--- src/design/hff_pkg.sv ---
// ---------------------------------------------------------------------------
// hff_pkg
// shared types, character codes and the hex digit function of the formatter
// ---------------------------------------------------------------------------
package hff_pkg;

  // ascii codes
  localparam logic [7:0] CH_ZERO    = 8'h30;
  localparam logic [7:0] CH_SPACE   = 8'h20;
  localparam logic [7:0] CH_X_LOWER = 8'h78;
  localparam logic [7:0] CH_X_UPPER = 8'h58;
  localparam logic [7:0] CH_A_LOWER = 8'h61;
  localparam logic [7:0] CH_A_UPPER = 8'h41;

  localparam int unsigned VALUE_W = 64;
  localparam int unsigned NIBBLES = VALUE_W / 4;
  localparam int unsigned LEN_W   = 5;

  // commands from the sequencer to the nibble scanner
  typedef struct packed {
    logic load;   // take a fresh value, digit count to the full width
    logic step;   // drop a leading zero nibble
    logic shift;  // move on to the next digit
  } hff_scan_ctrl_t;

  // status from the nibble scanner
  typedef struct packed {
    logic [3:0]       nibble;  // most significant nibble still held
    logic [LEN_W-1:0] len;     // significant digits found
    logic             done;    // leading zeros all stripped
  } hff_scan_stat_t;

  function automatic logic [7:0] hex_char(input logic [3:0] nib, input logic upper);
    logic [7:0] n8;
    n8 = {4'h0, nib};
    if (nib < 4'd10) begin
      return CH_ZERO + n8;
    end
    return (upper ? CH_A_UPPER : CH_A_LOWER) + n8 - 8'd10;
  endfunction

endpackage

--- src/design/hff_if.sv ---
// ---------------------------------------------------------------------------
// hff_if
// valid/ready channels of the formatter: settings in, characters out
// ---------------------------------------------------------------------------
interface hff_in_if;
  logic        valid;
  logic        ready;
  logic [63:0] value;
  logic [5:0]  precision;
  logic [5:0]  min_width;
  logic        alt_prefix;
  logic        zero_pad;
  logic        left_justify;
  logic        upper_case;

  modport source (
    output valid, value, precision, min_width, alt_prefix, zero_pad, left_justify,
           upper_case,
    input  ready
  );
  modport sink (
    input  valid, value, precision, min_width, alt_prefix, zero_pad, left_justify,
           upper_case,
    output ready
  );
endinterface

interface hff_out_if;
  logic       valid;
  logic       ready;
  logic [7:0] ch;
  logic       last;

  modport source (output valid, ch, last, input ready);
  modport sink (input valid, ch, last, output ready);
endinterface

--- src/design/hff_scan.sv ---
// ---------------------------------------------------------------------------
// hff_scan
// nibble shifter: strips leading zero digits, then feeds digits msd first
// ---------------------------------------------------------------------------
module hff_scan (
  input  logic                    clk_i,
  input  logic                    rst_ni,
  input  logic [63:0]             value_i,
  input  hff_pkg::hff_scan_ctrl_t ctrl_i,
  output hff_pkg::hff_scan_stat_t stat_o
);

  logic [hff_pkg::VALUE_W-1:0] sh_q, sh_d;
  logic [hff_pkg::LEN_W-1:0]   len_q, len_d;
  logic                        done;

  assign done = (sh_q[hff_pkg::VALUE_W-1 -: 4] != 4'h0) || (len_q == hff_pkg::LEN_W'(1));

  always_comb begin
    sh_d  = sh_q;
    len_d = len_q;
    if (ctrl_i.load) begin
      sh_d  = value_i;
      len_d = hff_pkg::LEN_W'(hff_pkg::NIBBLES);
    end else if (ctrl_i.step && !done) begin
      sh_d  = {sh_q[hff_pkg::VALUE_W-5:0], 4'h0};
      len_d = len_q - hff_pkg::LEN_W'(1);
    end else if (ctrl_i.shift) begin
      sh_d  = {sh_q[hff_pkg::VALUE_W-5:0], 4'h0};
    end
  end

  always_ff @(posedge clk_i or negedge rst_ni) begin
    if (!rst_ni) begin
      len_q <= '0;
    end else begin
      len_q <= len_d;
    end
  end

  // payload, no reset
  always_ff @(posedge clk_i) begin
    sh_q <= sh_d;
  end

  assign stat_o.nibble = sh_q[hff_pkg::VALUE_W-1 -: 4];
  assign stat_o.len    = len_q;
  assign stat_o.done   = done;

endmodule

--- src/design/hex_field_formatter.sv ---
// ---------------------------------------------------------------------------
// hex_field_formatter
// printf style hex conversion of a 64-bit value, one character per word
// ---------------------------------------------------------------------------
// One input word carries a value and its format settings; the block answers
// with the formatted field, one ascii character per output word, msd first,
// last set on the final character. The field is leading spaces, an optional
// 0x/0X prefix, zero fill, the digits and, when left-justified, trailing
// spaces. Precision and width above MAX_FIELD are saturated to it. The block
// takes one word at a time: after acceptance a single nibble shifter strips
// leading zero digits, one per cycle, the S_CALC state works out the
// padding counts, then the same shifter feeds the digits while the
// sequencer emits one character per cycle the sink takes. The leading
// space run and the zero run each end with a pass through their state
// that emits nothing, even when empty. A field is 64 characters at most.
// ---------------------------------------------------------------------------
module hex_field_formatter #(
  parameter int unsigned MAX_FIELD = 62
) (
  input  logic         clk_i,
  input  logic         rst_ni,
  hff_in_if.sink       in_i,
  hff_out_if.source    out_o
);

  // count width and a signed work width with headroom for differences
  localparam int unsigned CW = $clog2(MAX_FIELD + 1);
  localparam int unsigned SW = CW + 2;
  localparam logic [5:0]  MaxSat = 6'(MAX_FIELD);

  typedef enum logic [3:0] {
    S_IDLE,
    S_SCAN,
    S_CALC,
    S_LSPC,
    S_PFX0,
    S_PFXX,
    S_ZERO,
    S_DIGIT,
    S_TSPC
  } state_e;

  state_e state_q, state_d;

  // captured settings
  logic [CW-1:0] prec_q, prec_d;
  logic [CW-1:0] width_q, width_d;
  logic          alt_q, alt_d;
  logic          left_q, left_d;
  logic          upper_q, upper_d;
  logic          zm_q, zm_d;

  // run counters
  logic [CW-1:0]             lsp_q, lsp_d;
  logic [CW-1:0]             tsp_q, tsp_d;
  logic [CW-1:0]             zero_q, zero_d;
  logic [hff_pkg::LEN_W-1:0] dig_q, dig_d;

  // output register
  logic       ov_q, ov_d;
  logic [7:0] ch_q, ch_d;
  logic       last_q, last_d;

  hff_pkg::hff_scan_ctrl_t scan_ctrl;
  hff_pkg::hff_scan_stat_t scan_stat;

  logic          out_free;
  logic          emit;
  logic [7:0]    ch_e;
  logic          last_e;
  logic [5:0]    prec_sat, width_sat;

  // padding arithmetic
  logic [SW-1:0] len_w, prec_w, width_w, pfx_w, maxd_w, minw_w;
  logic [SW-1:0] spc_raw, zero_raw;

  hff_scan u_scan (
    .clk_i   (clk_i),
    .rst_ni  (rst_ni),
    .value_i (in_i.value),
    .ctrl_i  (scan_ctrl),
    .stat_o  (scan_stat)
  );

  assign in_i.ready = (state_q == S_IDLE);
  assign out_free   = !ov_q || out_o.ready;

  // oversized settings clamp to the field limit
  assign prec_sat  = (in_i.precision > MaxSat) ? MaxSat : in_i.precision;
  assign width_sat = (in_i.min_width > MaxSat) ? MaxSat : in_i.min_width;

  assign len_w   = SW'(scan_stat.len);
  assign prec_w  = SW'(prec_q);
  assign width_w = SW'(width_q);
  assign pfx_w   = SW'({alt_q, 1'b0});
  assign maxd_w  = (prec_w > len_w) ? prec_w : len_w;
  assign minw_w  = (width_w > len_w) ? width_w : len_w;
  assign spc_raw  = minw_w - maxd_w - pfx_w;
  // zero-pad mode fills to the width after the prefix
  assign zero_raw = zm_q ? (minw_w - len_w - pfx_w) : (maxd_w - len_w);

  always_comb begin
    state_d   = state_q;
    prec_d    = prec_q;
    width_d   = width_q;
    alt_d     = alt_q;
    left_d    = left_q;
    upper_d   = upper_q;
    zm_d      = zm_q;
    lsp_d     = lsp_q;
    tsp_d     = tsp_q;
    zero_d    = zero_q;
    dig_d     = dig_q;
    scan_ctrl = '0;
    emit      = 1'b0;
    ch_e      = hff_pkg::CH_SPACE;
    last_e    = 1'b0;

    case (state_q)
      S_IDLE: begin
        if (in_i.valid) begin
          prec_d         = prec_sat[CW-1:0];
          width_d        = width_sat[CW-1:0];
          alt_d          = in_i.alt_prefix;
          left_d         = in_i.left_justify;
          upper_d        = in_i.upper_case;
          zm_d           = in_i.zero_pad && (in_i.precision == 6'd0);
          scan_ctrl.load = 1'b1;
          state_d        = S_SCAN;
        end
      end
      S_SCAN: begin
        if (scan_stat.done) begin
          state_d = S_CALC;
        end else begin
          scan_ctrl.step = 1'b1;
        end
      end
      S_CALC: begin
        // negative counts mean no padding; zero-pad mode has no spaces
        if (zm_q || spc_raw[SW-1]) begin
          lsp_d = '0;
          tsp_d = '0;
        end else begin
          lsp_d = left_q ? '0 : spc_raw[CW-1:0];
          tsp_d = left_q ? spc_raw[CW-1:0] : '0;
        end
        zero_d  = zero_raw[SW-1] ? '0 : zero_raw[CW-1:0];
        dig_d   = scan_stat.len;
        state_d = S_LSPC;
      end
      S_LSPC: begin
        if (lsp_q == '0) begin
          state_d = alt_q ? S_PFX0 : S_ZERO;
        end else if (out_free) begin
          emit  = 1'b1;
          ch_e  = hff_pkg::CH_SPACE;
          lsp_d = lsp_q - CW'(1);
        end
      end
      S_PFX0: begin
        if (out_free) begin
          emit    = 1'b1;
          ch_e    = hff_pkg::CH_ZERO;
          state_d = S_PFXX;
        end
      end
      S_PFXX: begin
        if (out_free) begin
          emit    = 1'b1;
          ch_e    = upper_q ? hff_pkg::CH_X_UPPER : hff_pkg::CH_X_LOWER;
          state_d = S_ZERO;
        end
      end
      S_ZERO: begin
        if (zero_q == '0) begin
          state_d = S_DIGIT;
        end else if (out_free) begin
          emit   = 1'b1;
          ch_e   = hff_pkg::CH_ZERO;
          zero_d = zero_q - CW'(1);
        end
      end
      S_DIGIT: begin
        if (out_free) begin
          emit            = 1'b1;
          ch_e            = hff_pkg::hex_char(scan_stat.nibble, upper_q);
          scan_ctrl.shift = 1'b1;
          dig_d           = dig_q - hff_pkg::LEN_W'(1);
          if (dig_q == hff_pkg::LEN_W'(1)) begin
            last_e  = (tsp_q == '0);
            state_d = (tsp_q == '0) ? S_IDLE : S_TSPC;
          end
        end
      end
      S_TSPC: begin
        if (out_free) begin
          emit  = 1'b1;
          ch_e  = hff_pkg::CH_SPACE;
          tsp_d = tsp_q - CW'(1);
          if (tsp_q == CW'(1)) begin
            last_e  = 1'b1;
            state_d = S_IDLE;
          end
        end
      end
      default: begin
        state_d = S_IDLE;
      end
    endcase

    // output register loads on emit, drains when the sink takes the word
    if (emit) begin
      ov_d   = 1'b1;
      ch_d   = ch_e;
      last_d = last_e;
    end else begin
      ov_d   = ov_q && !out_o.ready;
      ch_d   = ch_q;
      last_d = last_q;
    end
  end

  always_ff @(posedge clk_i or negedge rst_ni) begin
    if (!rst_ni) begin
      state_q <= S_IDLE;
      ov_q    <= 1'b0;
      ch_q    <= '0;
      last_q  <= 1'b0;
      lsp_q   <= '0;
      tsp_q   <= '0;
      zero_q  <= '0;
      dig_q   <= '0;
    end else begin
      state_q <= state_d;
      ov_q    <= ov_d;
      ch_q    <= ch_d;
      last_q  <= last_d;
      lsp_q   <= lsp_d;
      tsp_q   <= tsp_d;
      zero_q  <= zero_d;
      dig_q   <= dig_d;
    end
  end

  // payload registers, no reset
  always_ff @(posedge clk_i) begin
    prec_q  <= prec_d;
    width_q <= width_d;
    alt_q   <= alt_d;
    left_q  <= left_d;
    upper_q <= upper_d;
    zm_q    <= zm_d;
  end

  assign out_o.valid = ov_q;
  assign out_o.ch    = ch_q;
  assign out_o.last  = last_q;

  // a new word starts a scan over all sixteen nibbles
  a_accept_scan: assert property (@(posedge clk_i) disable iff (!rst_ni)
    (in_i.valid && in_i.ready) |=>
      (state_q == S_SCAN) && (scan_stat.len == hff_pkg::LEN_W'(hff_pkg::NIBBLES)))
    else $error("accepted word did not start a fresh scan");

  // padding counts are taken only once the leading zeros are gone
  a_calc_done: assert property (@(posedge clk_i) disable iff (!rst_ni)
    (state_q == S_CALC) |-> scan_stat.done)
    else $error("padding worked out before the digit scan finished");

  // digit run never underflows
  a_digit_count: assert property (@(posedge clk_i) disable iff (!rst_ni)
    (state_q == S_DIGIT) |-> (dig_q != '0))
    else $error("digit state entered with no digits left");

  // the final character returns the sequencer to idle
  a_last_idle: assert property (@(posedge clk_i) disable iff (!rst_ni)
    (emit && last_e) |=> (state_q == S_IDLE) && ov_q && last_q)
    else $error("last character emitted without closing the field");

endmodule

--- src/flat_wrapper.sv ---
// flat-port wrapper written by rule: the top's interface ports become plain ports
module hex_field_formatter_flat 
#(
  parameter int unsigned MAX_FIELD = 62
)
  (clk_i, rst_ni, in_i_valid, in_i_value, in_i_precision, in_i_min_width, in_i_alt_prefix, in_i_zero_pad, in_i_left_justify, in_i_upper_case, in_i_ready, out_o_valid, out_o_ch, out_o_last, out_o_ready);
  hff_in_if in_i_i ();
  hff_out_if out_o_i ();
  input  logic clk_i;
  input  logic rst_ni;
  input wire logic [$bits(in_i_i.valid)-1:0] in_i_valid;
  input wire logic [$bits(in_i_i.value)-1:0] in_i_value;
  input wire logic [$bits(in_i_i.precision)-1:0] in_i_precision;
  input wire logic [$bits(in_i_i.min_width)-1:0] in_i_min_width;
  input wire logic [$bits(in_i_i.alt_prefix)-1:0] in_i_alt_prefix;
  input wire logic [$bits(in_i_i.zero_pad)-1:0] in_i_zero_pad;
  input wire logic [$bits(in_i_i.left_justify)-1:0] in_i_left_justify;
  input wire logic [$bits(in_i_i.upper_case)-1:0] in_i_upper_case;
  output wire logic [$bits(in_i_i.ready)-1:0] in_i_ready;
  output wire logic [$bits(out_o_i.valid)-1:0] out_o_valid;
  output wire logic [$bits(out_o_i.ch)-1:0] out_o_ch;
  output wire logic [$bits(out_o_i.last)-1:0] out_o_last;
  input wire logic [$bits(out_o_i.ready)-1:0] out_o_ready;
  assign in_i_i.valid = in_i_valid;
  assign in_i_i.value = in_i_value;
  assign in_i_i.precision = in_i_precision;
  assign in_i_i.min_width = in_i_min_width;
  assign in_i_i.alt_prefix = in_i_alt_prefix;
  assign in_i_i.zero_pad = in_i_zero_pad;
  assign in_i_i.left_justify = in_i_left_justify;
  assign in_i_i.upper_case = in_i_upper_case;
  assign in_i_ready = in_i_i.ready;
  assign out_o_valid = out_o_i.valid;
  assign out_o_ch = out_o_i.ch;
  assign out_o_last = out_o_i.last;
  assign out_o_i.ready = out_o_ready;
  hex_field_formatter #(.MAX_FIELD(MAX_FIELD)) u_core (.clk_i(clk_i), .rst_ni(rst_ni), .in_i(in_i_i), .out_o(out_o_i));
endmodule
--- config.mk ---
export PLATFORM = sky130hd
export DESIGN_NAME = hex_field_formatter_flat
export DESIGN_NICKNAME = d
export VERILOG_FILES = /design/src/design/hff_pkg.sv /design/src/design/hff_if.sv /design/src/design/hff_scan.sv /design/src/design/hex_field_formatter.sv /design/src/flat_wrapper.sv
export SDC_FILE = /design/constraint.sdc
export NUM_CORES = 1
export LEC_CHECK = 0
export CORE_AREA = 2 2 115 117
export DETAILED_ROUTE_END_ITERATION = 7
export DIE_AREA = 0 0 117 119
export DONT_BUFFER_PORTS = 1
export GPL_TIMING_DRIVEN = 0
export PLACE_DENSITY = 0.86
export SKIP_CTS_REPAIR_TIMING = 1
export SYNTH_ARGS = -nofsm -noshare
export SYNTH_HDL_FRONTEND = slang
export SYNTH_SLANG_ARGS = --single-unit
--- constraint.sdc ---
create_clock -name clk_i -period 3.7 [get_ports clk_i]
set_input_delay 0.925 -clock clk_i [delete_from_list [all_inputs] [get_ports clk_i]]
set_output_delay 0.925 -clock clk_i [all_outputs]
set_load 0.1 [all_outputs]
After elaboration in Yosys (flattened, before gate mapping)
Cells that the tools add are included.
{"block": "word_totals", "regBits": 122, "elab_cells": 150, "out_inout_bits": 11, "in_bits": 84}
{"block": "classes", "order_cmp": 5, "n_addsub": 13, "reduce_logical": 28, "n_eq_ne": 25, "n_mux": 63}
{"op": "2-to-1 mux 64 bit", "count": 3}
{"op": "2-to-1 mux 6 bit", "count": 14}
{"op": "2-to-1 mux 4 bit", "count": 11}
{"op": "2-to-1 mux 8 bit", "count": 5}
{"op": "one-hot mux 4 bit (9 select lines)", "count": 1}
{"op": "one-hot mux 6 bit (2 select lines)", "count": 3}
{"op": "one-hot mux 8 bit (4 select lines)", "count": 1}
{"op": "2-to-1 mux 5 bit", "count": 5}
{"op": "logical NOT 6 bit", "count": 4}
{"op": "inequality test 2 x 1 -> 1 bit (second input constant)", "count": 10}
{"op": "subtractor 6 x 1 -> 6 bit (second input constant)", "count": 3}
{"op": "equality test 4 x 3 -> 1 bit (second input constant)", "count": 4}
{"op": "2-to-1 mux 1 bit", "count": 16}
{"op": "subtractor 8 x 2 -> 8 bit", "count": 2}
{"op": "subtractor 8 x 5 -> 8 bit", "count": 2}
{"op": "greater-than comparator 6 x 5 -> 1 bit", "count": 2}
{"op": "greater-than comparator 6 bit (second input constant)", "count": 2}
{"op": "equality test 5 x 1 -> 1 bit (second input constant)", "count": 2}
{"op": "one-hot mux 5 bit (2 select lines)", "count": 1}
{"op": "AND reduction 10 bit", "count": 1}
{"op": "nonzero test 2 bit", "count": 5}
{"op": "subtractor 5 x 1 -> 5 bit (second input constant)", "count": 2}
{"op": "adder 8 x 4 -> 8 bit", "count": 1}
{"op": "equality test 4 x 2 -> 1 bit (second input constant)", "count": 2}
{"op": "other kinds (20)", "count": 32}

Depth between registers and ports, before layout
Gate-level depths: netlist of the first run.
{"block": "depth", "ltp_word": 7, "depth_mapped": 18, "depth_no_buf": 17}

By module
From an unflattened synthesis of the first run, not the netlist that was laid out.
{"block": "hier_totals", "hier_cells": 654, "hier_area_um2": 7194.4}
{"module": "hex_field_formatter", "cells_each": 480, "instances": 1, "area_each_um2": 4160.2}
{"module": "hff_scan", "cells_each": 174, "instances": 1, "area_each_um2": 3034.2}

Least setup slack after synthesis of the first run
No wires, ideal clock.
{"block": "synth_path", "path_type": "register to register", "startpoint": "register u_core.state_q[2]", "endpoint": "register u_core.u_scan.sh_q[0] (netlist bit), enable pin", "setup_ns": 0.433, "required_ns": 3.267, "path_slack_ns": -2.867, "period_less_slack_ns": 6.567, "n_path_buf": 1, "t_arrival_ns": 6.134, "stages_incl_launch_ff": 5, "cell_sequence": "dfrtp_1 nor4_1 nand2_1 clkbuf_1 nand3_1"}
{"block": "synth_between", "word_cells_on_any_way": 8}
{"element": "start, declared", "line": "hex_field_formatter.sv:43", "text": "state_e state_q, state_d;"}
{"element": "start signal, assigned", "line": "hex_field_formatter.sv:235", "text": "state_q <= state_d;"}
{"element": "logical NOT 4 bit"}
{"element": "named net in_i_ready", "line": "flat_wrapper.sv:19", "text": "output wire logic [$bits(in_i_i.ready)-1:0] in_i_ready;"}
{"element": "2-to-1 mux 1 bit", "line": "hex_field_formatter.sv:119", "text": "case (state_q)"}
{"element": "nonzero test 3 bit (no line)"}
{"element": "end signal, assigned", "line": "hff_scan.sv:43", "text": "sh_q <= sh_d;"}
{"element": "end, declared", "line": "hff_scan.sv:13", "text": "logic [hff_pkg::VALUE_W-1:0] sh_q, sh_d;"}
The timed path passes the listed nets, and every way through them passes these cells.
A chain may end at the register's enable or synchronous reset.

Worst setup path in the final report of the first run
{"block": "layout_path", "startpoint": "register u_core.u_scan.len_q[2] (netlist bit)", "endpoint": "register u_core.tsp_q[1]"}
{"block": "layout_between", "elab_chain_cells": 7, "word_cells_on_any_way": 10}
{"element": "start, declared", "line": "hff_scan.sv:14", "text": "logic [hff_pkg::LEN_W-1:0] len_q, len_d;"}
{"element": "start signal, assigned", "line": "hff_scan.sv:37", "text": "len_q <= len_d;"}
{"element": "greater-than comparator 6 x 5 -> 1 bit, on equally long branches", "line": "hex_field_formatter.sv:97, hex_field_formatter.sv:96"}
{"element": "2-to-1 mux 6 bit, on equally long branches", "line": "hex_field_formatter.sv:97, hex_field_formatter.sv:96"}
{"element": "subtractor 8 bit (*)", "line": "hex_field_formatter.sv:98", "text": "assign spc_raw = minw_w - maxd_w - pfx_w;"}
{"element": "subtractor 8 x 2 -> 8 bit (*)", "line": "hex_field_formatter.sv:98"}
{"element": "2-to-1 mux 6 bit / logical OR 1 bit (equally long branches)", "line": "hex_field_formatter.sv:146, hex_field_formatter.sv:141"}
{"element": "2-to-1 mux 6 bit (*)", "line": "hex_field_formatter.sv:141", "text": "if (zm_q || spc_raw[SW-1]) begin"}
{"element": "one-hot mux 6 bit (2 select lines) (*)", "line": "hex_field_formatter.sv:119"}
{"element": "end signal, assigned", "line": "hex_field_formatter.sv:240", "text": "tsp_q <= tsp_d;"}
{"element": "end, declared", "line": "hex_field_formatter.sv:55", "text": "logic [CW-1:0] tsp_q, tsp_d;"}
Every way passes the cells marked *; elsewhere a longest branch is shown, timed or not.

==> results_dict.tcl, run 1 <==
set metrics [dict create \
    status "complete, but fails checks" \
    violations "negative setup slack" \
    worstPathRequired_ns 4.01 \
    setup_viol 10 \
    fill_cells 924 \
    syn_inst 796 \
    crit_type "reg2reg" \
    synth_xor_area_frac 0.0169 \
    maxCapViolations 0 \
    coreArea_mm2 0.0129 \
    vias_per_cell 5.91 \
    synth_top_family_by_area "simple AND/OR/NAND/NOR gates" \
    post-route-period-util 1.04 \
    postRouteAntennaNets 0 \
    ys_top_cells_by_area "edfxtp_1, dfrtp_1, nand2_1, ha_1, inv_1" \
    rows 42 \
    grt_usage 0.246 \
    antenna_found_initial 2 \
    grt_pass1_vias 5659 \
    syn_to_final_growth_pct 18.8 \
    leakage_nw 3.64 \
    seq_area_frac_synth 0.473 \
    grt_max_degree 65 \
    period_needed_ns 3.86 \
    synth_top_area_cell "edfxtp_1" \
    power.density_mw_per_mm2 952 \
    synth_edf_count 80 \
    ys_ff_latch 121 \
    syn_area_mm2 0.00724 \
    synth_fa_ha_area_frac 0.0878 \
    power_frac_seq 0.319 \
    dr.first_iter.drc_count 599 \
    totalPowerFinal_mw 8.20 \
    grt_pass1_wl_um 26300 \
    combinationalPowerShare 0.475 \
    route.detailed.drc 0 \
    fmax_mhz 259 \
    endpoint_kind "register" \
    swShare 0.434 \
    io_buffers 0 \
    grt_setup_unrepaired "true" \
    ir_worst_vdd_mv 0.447 \
    synth_top_area_share 0.332 \
    drv_slew 0 \
    grt_overflow_total 0 \
    p_int_mw 4.64 \
    cts_buffer_depth 2 \
    clkPwrFrac 0.206 \
    numCtsBuffers 17 \
    avgSynthCellArea_um2 9.10 \
    place_congestion 0.928 \
    cp.arrival_ns 4.18 \
    wl_um 18100 \
    ys_dominant_reg_cell "edfxtp_1" \
    holdWs_ns 0.191 \
    start_kind "register" \
    insertion_delay_ns 0.43 \
    hpwl_um 11900 \
    dr.pass1.iters 5 \
    wl_per_cell_um 17.4 \
    die_y_um 119 \
    die_w_um 117 \
    synthArstFlopShare 0.339 \
    synth_cell_types 71 \
    cts-root-buf "clkbuf_16" \
    net-switching-power_mw 3.56 \
    skew_ns 0.00967 \
    clkTransAtPathRegs_ns 0.06 \
    synth_compound_area_frac 0.130 \
    final_nets 979 \
    muxShareOfSynthArea 0.0154 \
    htreeDepth 4 \
    vias 6118 \
    syn-num-nets 929 \
    hold_violations 0 \
    io_pins 95 \
    synth-simple-area-share 0.224 \
    hp-class "in2async" \
    setup_ws_ns -0.164 \
    mostFrequentLayoutCells "nand2_1, edfxtp_1, inv_1, nor2_1" \
    cts_tree "yes" \
    clock_sinks 121 \
    crit_fanout 5 \
    dieArea_mm2 0.0139 \
    initial_core_util 0.563 \
    drive_above_1_share 0.145 \
    layout_commonest_cell "nand2_1" \
    slew_headroom 0.368 \
    yosysWarnings 0 \
    worst_pin_slew_ns 0.948 \
]
[worst paths after layout]
check	start	end	slack [ns]	cells past startpoint
min reg2reg	u_core.u_scan.sh_q[3]	u_core.u_scan.sh_q[7]	0.51	2
max reg2reg	u_core.u_scan.len_q[2]	u_core.tsp_q[1]	-0.16	14
max	u_core.u_scan.len_q[2]	u_core.tsp_q[1]	-0.16	14
min	rst_ni	u_core.state_q[1]	0.19	0
max in group asynchronous	rst_ni	u_core.u_scan.len_q[2]	3.41	0
min in group clk_i	u_core.u_scan.sh_q[3]	u_core.u_scan.sh_q[7]	0.51	2
[power by group through the flow]
| stage | logic (mW) | registers (mW) | clock network [mW] |
|---|---|---|---|
| 3_3_place_gp | 3.20 | 2.61 | 0 |
| 5_1_grt | 4.27 | 2.65 | 1.75 |
| 3_5_place_dp | 3.33 | 2.62 | 0 |
| 6_report | 3.89 | 2.61 | 1.69 |
| 2_1_floorplan | 2.61 | 2.52 | 0 |
| 4_1_cts | 3.38 | 2.60 | 1.69 |
[registers in the layout, summed over array words and instances (netlist names), 4 cells and up]
name                 count
u_core.dig_q             5
u_core.lsp_q             6
u_core.out_o.ch          7
u_core.prec_q            6
u_core.state_q           4
u_core.tsp_q             6
u_core.u_scan.len_q      5
u_core.u_scan.sh_q      64
u_core.width_q           6
u_core.zero_q            6
[kinds of logic (layout without fill, tap and decap cells)]
logic type                 Yosys count  in the layout
and+or+nand+nor                    363            363
AOI/OAI and AO/OA                  141            141
DFF                                121            121
buffers and inverters               96            158
adders and majority gates           49             49
xor gates and xnor gates            14             14
muxes                               11             11
other                                1              3
[per-stage QoR]
stage               cell area, µm²  setup WS [ns]   util  TNS (ns)  instances
floorplan                     7270        0.00950      -         0        796
global placement              7490         -0.460  0.582    -40.03        972
detailed placement            7550         -0.530  0.586     -6.67        975
CTS                           8150         -0.570  0.633     -7.14       1006
global route                  8610         -0.238  0.668     -1.85       1036
finish                        8610         -0.164  0.668    -0.609       1036
[area by class of cell]
type / instances / area [µm²] / area share
tap: 176 / 220 / 0.0256
multi-input combinational: 579 / 3690 / 0.429
clock buffer: 17 / 425 / 0.0494
sequential: 121 / 3430 / 0.399
inverter: 56 / 223 / 0.0259
antenna: 2 / 5.00 / 0.000582
buffer: 39 / 166 / 0.0193
clock inverter: 14 / 174 / 0.0202
timing repair buffer: 32 / 268 / 0.0311
[worst max-delay path, stage by stage (launching register included)]
cell	delay, ns
dfrtp_2	0.43
clkinvlp_4	0.20
ha_4	0.27
and4b_2	0.24
and3_4	0.20
a21oi_4	0.22
mux2i_2	0.28
ha_1	0.27
inv_1	0.13
ha_4	0.18
nand2_2	0.07
or4b_4	0.57
a21oi_4	0.23
nand2_2	0.10
o41ai_2	0.35
[cells in the mapped netlist, types with 3 or more instances]
cell	instances
nand2_1	220
nor2b_1	8
o21ai_2	3
xor2_1	4
nand4_1	9
clkbuf_1	31
ha_1	46
inv_1	56
nand3_1	11
o211ai_1	6
a31oi_1	4
or3_1	5
dfrtp_1	41
nor3b_1	7
nor4_1	7
nor2_1	41
o31ai_1	6
a21oi_1	35
a21o_1	3
o21a_1	4
mux2i_1	10
a22oi_1	3
nand2b_1	10
a211oi_1	6
fa_1	3
and3_1	7
xnor2_1	10
buf_1	4
nor3_1	23
edfxtp_1	80
o21ai_0	37
[layer usage]
metal,up-vias,GRT usage,part of all wire
met4,0,0.117,0.038
met1,2880,0.321,0.40
met2,301,0.383,0.48
li1,2874,-,-
met5,-,0,0
met3,63,0.0641,0.086
Note: power is estimated with default switching activity, not from simulation.
==> run 2: changes to the inputs <==
--- a/config.mk
+++ b/config.mk
@@ -5,13 +5,15 @@
 export SDC_FILE = /design/constraint.sdc
 export NUM_CORES = 1
 export LEC_CHECK = 0
-export CORE_AREA = 2 2 115 117
+export CORE_AREA = 2 2 130 132
 export DETAILED_ROUTE_END_ITERATION = 7
-export DIE_AREA = 0 0 117 119
+export DIE_AREA = 0 0 132 134
 export DONT_BUFFER_PORTS = 1
 export GPL_TIMING_DRIVEN = 0
-export PLACE_DENSITY = 0.86
+export PLACE_DENSITY = 0.71
+export SETUP_SLACK_MARGIN = 0.2
 export SKIP_CTS_REPAIR_TIMING = 1
+export SLEW_MARGIN = 20
 export SYNTH_ARGS = -nofsm -noshare
 export SYNTH_HDL_FRONTEND = slang
 export SYNTH_SLANG_ARGS = --single-unit
==> run 2 against run 1 <==
Clock power barely moved. Maximum frequency rose by 0.17%. The run still ends with negative setup slack left. Sequential power barely moved. Sequential share of layout area fell by 0.45 points.
==> results_dict.tcl, run 2 (synthesis results as in run 1) <==
set metrics [dict create \
    period_needed_ns 3.86 \
    dr_wl_met2_um 7950 \
    status "complete, but fails checks" \
    power.density_mw_per_mm2 942 \
    grt_pass1_vias 5388 \
    postRouteAntennaNets 0 \
    drive_above_1_share 0.151 \
    path_delay_family "compound AO/OA/AOI/OAI gates" \
    leakage_nw 3.68 \
    placed_cell_area_mm2 0.00765 \
    path_cells "inv_4, ha_1, a21o_1, a211oi_4, a21oi_4, buf_6, mux2i_4, ha_1, inv_1, ha_1, inv_2, or4b_4, buf_4, o21ai_4, xor2_2, a41o_1" \
    clkTransAtPathRegs_ns 0.06 \
    setup_viol 8 \
    antenna_found_initial 0 \
    totalPowerFinal_mw 8.20 \
    cp_slowest_cell "or4b_4" \
    syn_to_final_growth_pct 20.2 \
    place_congestion 0.870 \
    crit_fanout 5 \
    top_register "u_core.u_scan.sh_q" \
    cts_tree "yes" \
    vias_per_cell 5.35 \
    cts_buffer_depth 2 \
    hp-class "in2async" \
    violations "negative setup slack" \
    dr.first_iter.drc_count 505 \
    coreArea_mm2 0.0163 \
    mostFrequentLayoutCells "nand2_1, edfxtp_1, inv_1, nor2_1" \
    initial_core_util 0.445 \
    grt_max_degree 42 \
    route.detailed.drc 0 \
    dr.pass1.iters 5 \
    io_buffers 0 \
    dr_wl_met3_um 1030 \
    worst_pin_slew_ns 0.920 \
    endpoint_kind "register" \
    ff_latch_area_mm2 0.00343 \
    hpwl_um 11800 \
    fmax_mhz 259 \
    clock_sinks 121 \
    path_buf_inv 5 \
    cts-root-buf "clkbuf_16" \
    skew_ns 0.00894 \
    multi_input_area_mm2 0.00370 \
    wl_per_cell_um 15.6 \
    maxCapViolations 0 \
    htreeDepth 4 \
    grt_usage 0.189 \
    stdcell_area_mm2 0.00870 \
    insertion_delay_ns 0.42 \
    crit_type "reg2reg" \
    hold_violations 0 \
    ir_worst_vdd_mv 0.467 \
    cpPeakStageDelay_ns 0.56 \
    slew_headroom 0.386 \
    rows 47 \
    vias 5794 \
    numCtsBuffers 17 \
    antenna_cells 0 \
    timing.critical_path.mode_cell "ha_1" \
    layout_commonest_cell "nand2_1" \
    grt_setup_unrepaired "true" \
    wl_met1_um 7590 \
    cp.arrival_ns 4.21 \
    grt_overflow_total 0 \
    post-route-period-util 1.04 \
    grt_pass1_wl_um 26300 \
    die_y_um 134 \
    fin_util 0.534 \
    worst-r2r-setup-slack_ns -0.16 \
    drv_slew 0 \
    fill_cells 1434 \
    dieArea_mm2 0.0177 \
    io_pins 95 \
    holdWs_ns 0.203 \
    final_nets 983 \
    largest_reg_flops 64 \
    highest-signal-layer "met4" \
    worstPathRequired_ns 4.05 \
    wl_um 16900 \
    setup_ws_ns -0.157 \
    start_kind "register" \
    die_w_um 132 \
    dp_worst_setup_slack_ns -0.382 \
]
run 2: layer usage:
layer | track usage | vias to the layer above
met2 | 0.299 | 158
li1 | - | 2886
met5 | 0 | -
met1 | 0.252 | 2724
met3 | 0.0510 | 26
met4 | 0.0640 | 0
run 2: worst paths after layout:
check / from / end / cells past startpoint
max: u_core.u_scan.len_q[3] / u_core.tsp_q[5] / 16
min: rst_ni / u_core.zero_q[0] / 0
max reg2reg: u_core.u_scan.len_q[3] / u_core.tsp_q[5] / 16
min reg2reg: u_core.u_scan.sh_q[59] / u_core.u_scan.sh_q[63] / 2
max in group asynchronous: rst_ni / u_core.u_scan.len_q[4] / 0
min in group clk_i: u_core.u_scan.sh_q[59] / u_core.u_scan.sh_q[63] / 2
run 2: layout make-up:
cell class,instances,share of cell area
Clock inverter,14,0.0185
Clock buffer,18,0.0493
Tap cell,220,0.0316
Buffer,40,0.0210
Multi-Input combinational cell,579,0.425
Timing Repair Buffer,35,0.0339
Inverter,56,0.0257
Sequential cell,121,0.395
run 2: metrics by stage:
stage | std cells | setup TNS [ns]
6_report | 1083 | -0.673
5_1_grt | 1083 | -2.19
4_1_cts | 1051 | -3.71
3_5_place_dp | 1019 | -3.13
3_3_place_gp | 1016 | -54.29
2_1_floorplan | 796 | 0
run 2: power by group:
| part | total, mW | switching (mW) | internal [mW] | leakage, nW |
|---|---|---|---|---|
| registers | 2.58 | 0.518 | 2.06 | 1.26 |
| logic | 3.96 | 2.36 | 1.60 | 2.13 |
| clock network | 1.66 | 0.657 | 1.01 | 0.284 |
==> run 3: changes to the inputs <==
--- a/config.mk
+++ b/config.mk
@@ -5,9 +5,9 @@
 export SDC_FILE = /design/constraint.sdc
 export NUM_CORES = 1
 export LEC_CHECK = 0
-export CORE_AREA = 2 2 130 132
+export CORE_AREA = 5 5 133 135
 export DETAILED_ROUTE_END_ITERATION = 7
-export DIE_AREA = 0 0 132 134
+export DIE_AREA = 0 0 138 140
 export DONT_BUFFER_PORTS = 1
 export GPL_TIMING_DRIVEN = 0
 export PLACE_DENSITY = 0.71
@@ -16,4 +16,5 @@
 export SLEW_MARGIN = 20
 export SYNTH_ARGS = -nofsm -noshare
 export SYNTH_HDL_FRONTEND = slang
+export SYNTH_HIERARCHICAL = 1
 export SYNTH_SLANG_ARGS = --single-unit
==> run 3 against run 2 <==
The run now ends clean. Clock-buffer cell count down 1. First-iteration DRC count decreased by 18%. Via count decreased by 7.7%. Routed wire length decreased by 0.68%. Power is 2.3% lower. Combinational power is 1% lower. Critical endpoint is now u_core/lsp_q[2]. Largest cell class unchanged. Largest power group unchanged. Highest routed layer unchanged.
==> results_dict.tcl, run 3 <==
set metrics [dict create \
    status "complete, no violations" \
    wl_um 16800 \
    worst_pin_slew_ns 0.920 \
    dr_wl_met2_um 8280 \
    mostFrequentLayoutCells "edfxtp_1, mux2_2, buf_4, nand2_1, nor2_1" \
    ir_worst_vdd_mv 0.437 \
    grt_max_degree 65 \
    synth_fa_ha_area_frac 0.0797 \
    ys_ff_latch 121 \
    hpwl_um 11600 \
    route.detailed.drc 0 \
    cp.arrival_ns 3.95 \
    power.density_mw_per_mm2 912 \
    instances_no_fill 945 \
    avgSynthCellArea_um2 11.0 \
    rows 47 \
    path_delay_family "compound AO/OA/AOI/OAI gates" \
    stdcell_area_mm2 0.00878 \
    reg2reg_depth 16 \
    synth_top_area_share 0.334 \
    coreArea_mm2 0.0163 \
    drv_slew 0 \
    layout_commonest_cell "edfxtp_1" \
    timing.critical_path.mode_cell "ha_4" \
    initial_core_util 0.440 \
    cp-endpoint "u_core/lsp_q[2]" \
    setup_viol 0 \
    synth-simple-area-share 0.129 \
    io_pins 95 \
    dpl.cell_count 874 \
    rr_startpoint "u_core/u_scan/len_q[3]" \
    grt_overflow_total 0 \
    drive_above_1_share 0.339 \
    regToRegEndpoint "u_core/lsp_q[2]" \
    crit_start "u_core/u_scan/len_q[3]" \
    holdWs_ns 0.205 \
    highest-signal-layer "met4" \
    synth_edf_count 80 \
    period_needed_ns 3.68 \
    syn_inst 654 \
    cp_slowest_cell "dfrtp_2" \
    path_cells "inv_4, ha_4, nand3_2, o21bai_4, a31oi_4, mux2_4, ha_4, inv_2, fa_2, inv_2, ha_4, ha_4, inv_2, a211o_4, o211ai_4, o221ai_2" \
    final_nets 840 \
    ys_dominant_reg_cell "edfxtp_1" \
    dr_wl_met3_um 1180 \
    dieArea_mm2 0.0193 \
    grt_setup_unrepaired "true" \
    cts_tree "yes" \
    crit_fanout 7 \
    cpPeakStageDelay_ns 0.44 \
    placed_cell_area_mm2 0.00749 \
    largest_reg_flops 64 \
    synth_compound_area_frac 0.136 \
    cts_buffer_depth 2 \
    totalPowerFinal_mw 8.01 \
    clock_sinks 121 \
    dr.first_iter.drc_count 416 \
    die_y_um 140 \
    cts-root-buf "clkbuf_16" \
    wl_per_cell_um 17.8 \
    path_buf_inv 4 \
    crit_type "reg2reg" \
    io_buffers 0 \
    fmax_mhz 272 \
    die_w_um 138 \
    synth_most_common_cell "edfxtp_1" \
    grt_usage 0.167 \
    seq_area_frac_synth 0.477 \
    synth_top_area_cell "edfxtp_1" \
    fin_util 0.537 \
    worst-r2r-setup-slack_ns 0.02 \
    post-route-period-util 0.995 \
    synth_top_family_by_area "compound AO/OA/AOI/OAI gates" \
    htreeDepth 4 \
    synthArstFlopShare 0.339 \
    slew_headroom 0.386 \
    place_congestion 0.905 \
    top_register "u_core/u_scan/sh_q" \
    hold_violations 0 \
    vias 5346 \
    syn_to_final_growth_pct 22.1 \
    syn-num-nets 782 \
    leakage_nw 3.37 \
    numCtsBuffers 17 \
    antenna_cells 0 \
    synth_cell_types 73 \
    ys_top_cells_by_area "edfxtp_1, dfrtp_1, mux2_2, ha_1, a21oi_1" \
    hp-class "in2async" \
    maxCapViolations 0 \
    cp.depth 16 \
    worstPathRequired_ns 3.97 \
    skew_ns 0.00832 \
    muxShareOfSynthArea 0.115 \
    yosysWarnings 6 \
    vias_per_cell 5.66 \
    syn_area_mm2 0.00719 \
    endpoint_kind "register" \
    start_kind "register" \
    synth_xor_area_frac 0.0134 \
    postRouteAntennaNets 0 \
    wl_met1_um 7030 \
    yosys-top-cells-count "edfxtp_1, mux2_2, inv_1" \
    grt_pass1_vias 5373 \
    grt_pass1_wl_um 26500 \
    clkTransAtPathRegs_ns 0.06 \
    insertion_delay_ns 0.41 \
    antenna_found_initial 0 \
    dr.pass1.iters 4 \
]
run 3: kinds of logic (layout without fill, tap and decap cells):
kind of cell               count (synthesis)  in the layout
other                                      1              1
and+or+nand+nor                          174            177
muxes                                     73             73
xor gates and xnor gates                  11             11
AOI/OAI and AO/OA                        146            146
DFF                                      121            121
adders and majority gates                 44             44
buffers and inverters                     84            152
run 3: worst register-to-register path: stages (launching register included):
cell      delay [ns]
dfrtp_2         0.44
inv_4           0.09
ha_4            0.27
nand3_2         0.08
o21bai_4        0.19
a31oi_4         0.31
mux2_4          0.36
ha_4            0.17
inv_2           0.06
fa_2            0.43
inv_2           0.08
ha_4            0.13
ha_4            0.12
inv_2           0.04
a211o_4         0.34
o211ai_4        0.31
o221ai_2        0.14
run 3: layer usage:
metal  up-vias  global-route usage
met2       174               0.276
met3        30              0.0579
met5         -                   0
li1       2534                   -
met4         0              0.0530
met1      2608               0.205
run 3: how the worst min path moves through the flow:
stage                    from                      to  slack, ns  cells after the start
2_1_floorplan  u_core/upper_q      u_core/out_o.ch[5]       0.43                      1
6_report               rst_ni  u_core/u_scan/len_q[2]       0.20                      0
4_1_cts                rst_ni  u_core/u_scan/len_q[2]       0.18                      0
5_1_grt                rst_ni  u_core/u_scan/len_q[2]       0.18                      0
3_5_place_dp   u_core/upper_q      u_core/out_o.ch[5]       0.46                      1
3_3_place_gp   u_core/upper_q      u_core/out_o.ch[5]       0.48                      1
run 3: where the power goes:
part           switching (mW)  leakage [nW]  total (mW)  internal, mW
logic                    2.15          1.84        3.91          1.76
registers               0.521          1.25        2.50          1.98
clock network           0.652         0.284        1.60         0.948
total                    3.32          3.37        8.01          4.69
run 3: stage by stage:
step / TNS, ns / worst slack (ns)
final: 0 / 0.0191
after detailed placement: -47.31 / -0.651
after global placement: -38.45 / -0.549
after CTS: -48.73 / -0.670
after global routing: -0.817 / -0.133
after floorplan: 0 / 0.207
run 3: layout make-up:
| cell class | instances | area (µm²) |
|---|---|---|
| fillers | 1435 | 7560 |
| multi-input cells | 452 | 3840 |
| flip-flops and latches | 121 | 3430 |
| clock buffers | 17 | 425 |
| well taps | 220 | 275 |
| repair buffers | 36 | 274 |
| plain buffers | 40 | 205 |
| inverters | 44 | 175 |
| clock inverters | 15 | 153 |
